<file path="config.mk">
export PLATFORM = sky130hd
export DESIGN_NAME = moving_rms
export DESIGN_NICKNAME = d
export VERILOG_FILES = /design/src/rtl/core/mrms_pkg.sv /design/src/rtl/core/mrms_root.sv /design/src/rtl/core/moving_rms.sv
export SDC_FILE = /design/constraint.sdc
export NUM_CORES = 2
export LEC_CHECK = 0
export BUFFER_PORTS_ARGS = -buffer_cell sky130_fd_sc_hd__buf_2
export CAP_MARGIN = 15
export CELL_PAD_IN_SITES_DETAIL_PLACEMENT = 1
export CELL_PAD_IN_SITES_GLOBAL_PLACEMENT = 2
export CORE_MARGIN = 5
export CORE_UTILIZATION = 50
export CTS_CLUSTER_DIAMETER = 80
export DETAILED_ROUTE_END_ITERATION = 12
export GPL_ROUTABILITY_DRIVEN = 0
export PLACE_DENSITY_LB_ADDON = 0.05
export SYNTH_ARGS = -nofsm -noshare
export SYNTH_HDL_FRONTEND = slang
export SYNTH_SLANG_ARGS = --single-unit
</file>
<file path="constraint.sdc">
create_clock -name clk -period 11.8 [get_ports clk]
set_input_delay 1.18 -clock clk [delete_from_list [all_inputs] [get_ports clk]]
set_output_delay 1.18 -clock clk [all_outputs]
set_load 0.01 [all_outputs]
</file>
<file path="src/rtl/core/mrms_pkg.sv">
// ----------------------------------------------------------------------------
// mrms_pkg: shared types and constants for the moving RMS block
// Sample and result widths, the control sequencer states and the status
// group that the square root unit reports back.
// ----------------------------------------------------------------------------
package mrms_pkg;

  localparam int SAMPLE_W = 16;
  localparam int RMS_W    = 16;
  // Square of a 16-bit two's complement sample: at most 2^30.
  localparam int SQ_W     = 2 * SAMPLE_W - 1;
  localparam int STEP_W   = $clog2(RMS_W);

  typedef logic signed [SAMPLE_W-1:0] sample_t;
  typedef logic        [RMS_W-1:0]    rms_t;

  typedef enum logic [2:0] {
    ST_IDLE,
    ST_READ,
    ST_SQUARE,
    ST_ACCUM,
    ST_ROOT
  } mrms_state_t;

  typedef struct packed {
    logic busy;
    logic done;
  } root_stat_t;

endpackage

</file>
<file path="src/rtl/core/mrms_root.sv">
// ----------------------------------------------------------------------------
// mrms_root: iterative floor(sqrt(total / WINDOW_LEN))
// Finds the largest r with WINDOW_LEN * r^2 <= total, one result bit per
// cycle, from the top bit down, with shift-and-add updates only.
// ----------------------------------------------------------------------------
module mrms_root #(
  parameter int WINDOW_LEN = 64,
  parameter int TOT_W      = 37
) (
  input  logic                clk,
  input  logic                rst_n,
  input  logic                start,
  input  logic [TOT_W-1:0]    total,
  output mrms_pkg::root_stat_t stat,
  output mrms_pkg::rms_t      root
);
  import mrms_pkg::*;

  // Trial values reach WINDOW_LEN * 2^32; one spare bit for the sum.
  localparam int ACC_W = TOT_W + 2;
  localparam logic [ACC_W-1:0] B_INIT =
    ACC_W'(WINDOW_LEN) << (2 * (RMS_W - 1));
  localparam logic [STEP_W-1:0] LAST_STEP = STEP_W'(RMS_W - 1);

  logic [TOT_W-1:0]  tot_r;
  logic [ACC_W-1:0]  acc_r, acc_nxt;   // WINDOW_LEN * r^2
  logic [ACC_W-1:0]  a_r, a_nxt;       // (WINDOW_LEN * r) << (k + 1)
  logic [ACC_W-1:0]  b_r, b_nxt;       // WINDOW_LEN << 2k
  logic [RMS_W-1:0]  root_r, root_nxt;
  logic [STEP_W-1:0] step_r;
  logic              busy_r, done_r;
  logic [ACC_W-1:0]  trial;
  logic              take;

  always_comb begin
    trial    = acc_r + a_r + b_r;
    take     = (trial <= ACC_W'(tot_r));
    acc_nxt  = take ? trial : acc_r;
    a_nxt    = (a_r + (take ? (b_r << 1) : '0)) >> 1;
    b_nxt    = b_r >> 2;
    root_nxt = {root_r[RMS_W-2:0], take};
  end

  always_ff @(posedge clk) begin
    if (!rst_n) begin
      busy_r <= 1'b0;
      done_r <= 1'b0;
      step_r <= '0;
    end else if (start) begin
      busy_r <= 1'b1;
      done_r <= 1'b0;
      step_r <= '0;
    end else if (busy_r) begin
      step_r <= step_r + 1'b1;
      if (step_r == LAST_STEP) begin
        busy_r <= 1'b0;
        done_r <= 1'b1;
      end
    end
  end

  always_ff @(posedge clk) begin
    if (start) begin
      tot_r  <= total;
      acc_r  <= '0;
      a_r    <= '0;
      b_r    <= B_INIT;
      root_r <= '0;
    end else if (busy_r) begin
      acc_r  <= acc_nxt;
      a_r    <= a_nxt;
      b_r    <= b_nxt;
      root_r <= root_nxt;
    end
  end

  assign stat.busy = busy_r;
  assign stat.done = done_r;
  assign root      = root_r;

endmodule

</file>
<file path="src/rtl/core/moving_rms.sv">
// ----------------------------------------------------------------------------
// moving_rms: sliding-window RMS of a signed sample stream
// Keeps the last WINDOW_LEN samples in a window memory and a running sum of
// their squares; each request returns floor(sqrt(sum / WINDOW_LEN)).
// ----------------------------------------------------------------------------
//
//  channel   ports                            direction   payload
//  --------  -------------------------------  ----------  -----------------
//  input     in_valid, in_stall, in_sample    in          signed 16 bits
//  result    out_valid, out_stall, out_rms    out         unsigned 16 bits
//
//  A request passes through accepting the sample, a memory read, the two
//  squares with the write back, the running sum, the bit-serial square
//  root, and the load of the result register, which waits while a stalled
//  result still holds that register. The square root loop sets the rate.
//  Reset (rst_n low, synchronous) empties the sequencer; the window memory
//  is not swept: a wrap flag makes slots not yet written read as zero.
//  A stalled result waits in the output register while the next request is
//  taken; the root result holds until that register frees up.
// ----------------------------------------------------------------------------
module moving_rms #(
  parameter int WINDOW_LEN = 64
) (
  input  logic               clk,
  input  logic               rst_n,
  input  logic               in_valid,
  output logic               in_stall,
  input  mrms_pkg::sample_t  in_sample,
  output logic               out_valid,
  input  logic               out_stall,
  output mrms_pkg::rms_t     out_rms
);
  import mrms_pkg::*;

  localparam int ADDR_W = (WINDOW_LEN > 1) ? $clog2(WINDOW_LEN) : 1;
  // Sum of squares is at most WINDOW_LEN * 2^30.
  localparam int TOT_W  = SQ_W + $clog2(WINDOW_LEN);
  localparam logic [ADDR_W-1:0] LAST_SLOT = ADDR_W'(WINDOW_LEN - 1);

  // Window memory: one write and one read port, registered read data.
  logic [SAMPLE_W-1:0] win_mem [WINDOW_LEN];
  logic [SAMPLE_W-1:0] rd_data_r;

  mrms_state_t state_r, state_nxt;

  logic [ADDR_W-1:0] slot_r, slot_nxt;
  logic              wrapped_r, wrapped_nxt;
  sample_t           sample_r;
  logic [SQ_W-1:0]   sq_new_r, sq_old_r;
  logic [TOT_W-1:0]  total_r, total_nxt;
  logic              out_valid_r;
  rms_t              out_rms_r;

  logic              accept, rd_en, wr_en, root_start, out_load;
  sample_t           old_sample;
  logic signed [2*SAMPLE_W-1:0] prod_new, prod_old;
  root_stat_t        root_stat;
  rms_t              root_val;

  // Slots past the write pointer were never written before the first wrap:
  // treat them as zeros, since reset does not sweep the window memory.
  assign old_sample = wrapped_r ? sample_t'(rd_data_r) : '0;
  assign prod_new   = sample_r * sample_r;
  assign prod_old   = old_sample * old_sample;
  assign total_nxt  = total_r - TOT_W'(sq_old_r) + TOT_W'(sq_new_r);

  assign accept = in_valid && !in_stall;

  // Sequencer: next state and strobes.
  always_comb begin
    state_nxt   = state_r;
    rd_en       = 1'b0;
    wr_en       = 1'b0;
    root_start  = 1'b0;
    out_load    = 1'b0;
    slot_nxt    = slot_r;
    wrapped_nxt = wrapped_r;
    case (state_r)
      ST_IDLE: begin
        if (in_valid) state_nxt = ST_READ;
      end
      ST_READ: begin
        // Fetch the sample that leaves the window.
        rd_en     = 1'b1;
        state_nxt = ST_SQUARE;
      end
      ST_SQUARE: begin
        // Overwrite the oldest slot and advance the pointer.
        wr_en = 1'b1;
        if (slot_r == LAST_SLOT) begin
          slot_nxt    = '0;
          wrapped_nxt = 1'b1;
        end else begin
          slot_nxt = slot_r + 1'b1;
        end
        state_nxt = ST_ACCUM;
      end
      ST_ACCUM: begin
        root_start = 1'b1;
        state_nxt  = ST_ROOT;
      end
      ST_ROOT: begin
        // Hold the root until the result register can take it.
        if (root_stat.done && (!out_valid_r || !out_stall)) begin
          out_load  = 1'b1;
          state_nxt = ST_IDLE;
        end
      end
      default: state_nxt = ST_IDLE;
    endcase
  end

  always_ff @(posedge clk) begin
    if (!rst_n) begin
      state_r   <= ST_IDLE;
      slot_r    <= '0;
      wrapped_r <= 1'b0;
      total_r   <= '0;
    end else begin
      state_r   <= state_nxt;
      slot_r    <= slot_nxt;
      wrapped_r <= wrapped_nxt;
      if (root_start) total_r <= total_nxt;
    end
  end

  // Window memory ports.
  always_ff @(posedge clk) begin
    if (rd_en) rd_data_r <= win_mem[slot_r];
    if (wr_en) win_mem[slot_r] <= sample_r;
  end

  // Datapath registers.
  always_ff @(posedge clk) begin
    if (accept) sample_r <= in_sample;
    if (state_r == ST_SQUARE) begin
      sq_new_r <= prod_new[SQ_W-1:0];
      sq_old_r <= prod_old[SQ_W-1:0];
    end
  end

  // Result register: drop the valid once the request is taken downstream.
  always_ff @(posedge clk) begin
    if (!rst_n) begin
      out_valid_r <= 1'b0;
    end else if (out_load) begin
      out_valid_r <= 1'b1;
    end else if (!out_stall) begin
      out_valid_r <= 1'b0;
    end
  end

  always_ff @(posedge clk) begin
    if (out_load) out_rms_r <= root_val;
  end

  mrms_root #(
    .WINDOW_LEN (WINDOW_LEN),
    .TOT_W      (TOT_W)
  ) u_root (
    .clk   (clk),
    .rst_n (rst_n),
    .start (root_start),
    .total (total_nxt),
    .stat  (root_stat),
    .root  (root_val)
  );

  assign in_stall  = (state_r != ST_IDLE);
  assign out_valid = out_valid_r;
  assign out_rms   = out_rms_r;

endmodule

</file>
==> summary.md <==
| Metric | Value |
|---|---|
| Post-synthesis simple-gate area fraction | `approximately 6.7%` |
| Slew Viols, Final | `0` |
| Hold Buf Count CTS | `0` |
| Post-CTS Setup Bufs | `0` |
| Post-synth EDFFs | `roughly 1200` |
| Worst-path clk slew | `0.06 ns` |
| Slew @ Worst Pin | `around 1.2 ns` |
| Tmin final | `9.33 ns` |
| Synth area leader | `edfxtp_1` |
| I/O pins | `38` |
| Main combinational cell family by area after synthesis | `adder cells` |
| Routed wire length | `~210 mm` |
| H-tree Lvls | `4` |
| Post-CTS sizing | `0` |
| Switching Fraction | `between 40% and 50%` |
| Clock network power share | `21.4%` |
| P_sw | `between 0.009 and 0.01 W` |
| Initial antenna violation count | `11` |
| Detailed Route Iter0 Violations | `~3500` |
| Async S/R FF share, synth | `0%` |
| Nature of the critical path endpoint | `flop` |
| Final Cycle Share | `approximately four fifths` |
| Unrepaired setup endpoints after global routing | `no` |
| Register bit total from synthesis | `roughly 1300` |
| Post-route setup TNS | `0 ns` |
| Hold Crit Class | `flop to flop` |
| Worst path slowest cell | `o211a_1` |
| Int Power | `roughly 0.012 W` |
| Crit path launch type | `flop` |
| Logic pwr share | `between 50% and 60%` |
| Area Overhead vs Synth | `10.6%` |
| Worst setup path start | `u_root.b_r[0]` |
| CTS Root Cell | `clkbuf_16` |
| Status | `finished clean` |
| LEAKAGE | `a little over 30 nW` |
| Synth top area cells | `edfxtp_1 49%, fa_1 14%, ha_1 5.4%, dfxtp_1 4.6%, inv_1 4.4%` |
| Buffers on Ports | `37` |
| Pre-CTS setup slack | `roughly 2.5 ns` |
| Final Hold Fails | `0` |
| Area share of the largest cell type after synthesis | `48.6%` |
| Top_reg_cell synth | `edfxtp_1` |
| Final worst setup slack | `around 2.5 ns` |
| Critical path type | `flop to flop` |
| Clock tree sinks | `~1300` |
| Clock Skew | `0.0763 ns` |
| Fmax | `~110 MHz` |
| WL/cell | `between 20 and 30 µm` |
| Worst rel slew slack | `between 20% and 30%` |
| Worst path most repeated cell | `ha_1` |
| Clk buf depth | `3` |
| Worst skew pair latency | `around 0.80 ns` |
| CTS Buf Count | `between 100 and 150` |
| Synth Instances | `~5700` |
| Grt ovf | `0` |
| Vias in the first global route | `a little under 50000` |
| Cell Pwr Density | `~270 mW/mm²` |
| Initial Util | `just over 50%` |
| FILL cells | `around 14000` |
| Die ar. | `around 0.15 mm²` |
| Syn Nets | `6524` |
| Multiplexer area fraction after synthesis | `less than 1%` |
| Chip Width | `a little under 400 µm` |
| Worst EP arrival | `9.94 ns` |
| Data required, critical path | `between 10 and 15 ns` |
| Gr usage total | `about 28%` |
| Sequential fraction of the synthesis area | `53.2%` |
| Layout cells sized above 1 | `between 7 and 8%` |
| Compound-Gate Fraction of Synth Area | `a little under an eighth` |
| First-pass GRT wire length | `316 mm` |
| Via count | `between 40000 and 50000` |
| Final setup vio count | `0` |
| Most common cell after layout, fill and taps aside | `edfxtp_1` |
| Synth Area per Inst | `about 13 µm²` |
| Vias/cell | `5.95` |
| Synthesized area | `around 0.072 mm²` |
| Largest net degree at the start of global routing | `105` |
| Final HPWL DP | `about 140 mm` |
| Worst reg2reg startpoint | `u_root.b_r[0]` |
| XOR/XNOR share of the synthesized area | `approximately 2.1%` |
| DRC | `0` |
| Post-synthesis adder-cell area fraction | `19.7%` |
| Peak VDD IR | `~0.86 mV` |
| Final Net Count | `between 6000 and 7000` |
| Total of max-cap violations | `0` |
| Commonest non-fill, non-tap cells in the layout | `1169 x edfxtp_1, 853 x inv_1, 515 x fa_1` |
| # rows | `around 140` |
| CTS tree | `done` |
| HP Start | `u_root.root[15]` |
| Worst path max stage delay | `between 0.6 and 0.7 ns` |
| Sequential fraction of design power | `approximately 28%` |
| Crit path max fanout | `15` |
| Core ar. | `~0.14 mm²` |
| Iteration count of the initial detailed-routing pass | `5` |
| Synth Warn # | `0` |
| Remaining antenna violation count after routing | `0` |
| Die height | `approximately 390 µm` |
| Synth unique cells | `79` |
-- power by group through the flow --
stage	logic (W)	clock network, W	registers [W]
6_report	0.0108	0.00455	0.00594
5_1_grt	0.0118	0.00486	0.00596
4_1_cts	0.0109	0.00462	0.00595
3_5_place_dp	0.0108	0	0.00604
3_3_place_gp	0.0106	0	0.00604
2_1_floorplan	0.00674	0	0.00602
-- layer usage --
| layer | track usage [%] | part of all wire [%] |
|---|---|---|
| met5 | 0 | 0 |
| met2 | 47.6 | 50 |
| met1 | 36.6 | 41 |
| met3 | 4.05 | 5.9 |
| met4 | 7.90 | 3.0 |
-- logic make-up (layout without fill, tap and decap cells) --
kind of cell	after synthesis	after routing
DFF	1335	1335
AOI/OAI and AO/OA	1179	1179
other	0	3
adders and majority gates	828	828
and+or+nand+nor	998	998
muxes	58	58
buffers and inverters	1106	1293
xor gates and xnor gates	172	172
-- worst paths after layout --
kind | endpoint | slack, ns | cells past startpoint
max | u_root.a_r[36] | 2.47 | 35
min | out_rms[15] | 0.44 | 0
max reg2reg | u_root.a_r[36] | 2.47 | 35
min reg2reg | out_rms[15] | 0.44 | 0
-- sequential cells by signal, indices dropped and copies added (netlist names) --
| signal | count |
|---|---|
| u_root.busy_r | 1 |
| sample_r | 16 |
| u_root.tot_r | 37 |
| total_r | 37 |
| sq_old_r | 30 |
| u_root.root | 16 |
| rd_data_r | 16 |
| state_r | 3 |
| u_root.step_r | 4 |
| wrapped_r | 1 |
| win_mem | 1024 |
| u_root.acc_r | 39 |
| out_valid | 1 |
| u_root.done_r | 1 |
| out_rms | 16 |
| u_root.a_r | 38 |
| slot_r | 6 |
| sq_new_r | 30 |
| u_root.b_r | 19 |
-- synthesized netlist by cell type (all sizes together) (6+ instances only) --
cell,instances
edfxtp,1169
inv,853
fa,515
nand2,316
ha,313
a22oi,292
nor2,215
clkbuf,196
a21oi,166
dfxtp,166
a31oi,139
xnor2,128
a221oi,113
a22o,111
o21ai,100
nand3,96
and2,86
and3,84
a21o,61
mux2i,57
buf,55
xor2,44
nand4,39
a21boi,32
o21bai,31
nand2b,30
nor4,26
or2,23
nor2b,20
o211ai,18
o21a,17
a211oi,15
nor3,15
o31ai,14
nor3b,12
a32oi,11
or3,9
a211o,8
a31o,8
and4,7
a2111oi,6
a41oi,6
-- worst max-delay path: cells and delay by family, from the launching register on --
kind,cells,cell delay [ns]
buf+inv,2,0.45
fa+ha+maj,6,1.72
mux,1,0.19
flops,1,0.33
compound gates,18,4.90
simple gates,8,1.55
-- area by class of cell --
| cell class | count | area (µm²) | share of cell area, % |
|---|---|---|---|
| well taps | 1903 | 2380 | 2.98 |
| clock buffers | 170 | 3740 | 4.68 |
| multi-input cells | 3235 | 29700 | 37.2 |
| repair buffers | 180 | 1330 | 1.67 |
| clock inverters | 88 | 1070 | 1.33 |
| inverters | 855 | 3210 | 4.02 |
| diodes | 3 | 7.51 | 0.00940 |
| flip-flops and latches | 1335 | 38400 | 48.1 |
-- stage by stage --
step / cell area [µm²] / instances / total power (W) / hold slack [ns] / utilization (%)
after floorplan: 72200 / 5676 / 0.0128 / 0.408 / -
after global placement: 75100 / 7508 / 0.0167 / 0.412 / 52.3
after detailed placement: 75100 / 7508 / 0.0169 / 0.425 / 52.3
after CTS: 79900 / 7766 / 0.0215 / 0.442 / 55.6
after global routing: 79900 / 7766 / 0.0226 / 0.459 / 55.6
final: 79900 / 7769 / 0.0213 / 0.436 / 55.6
No activity file was read; power rests on OpenSTA's default activity.
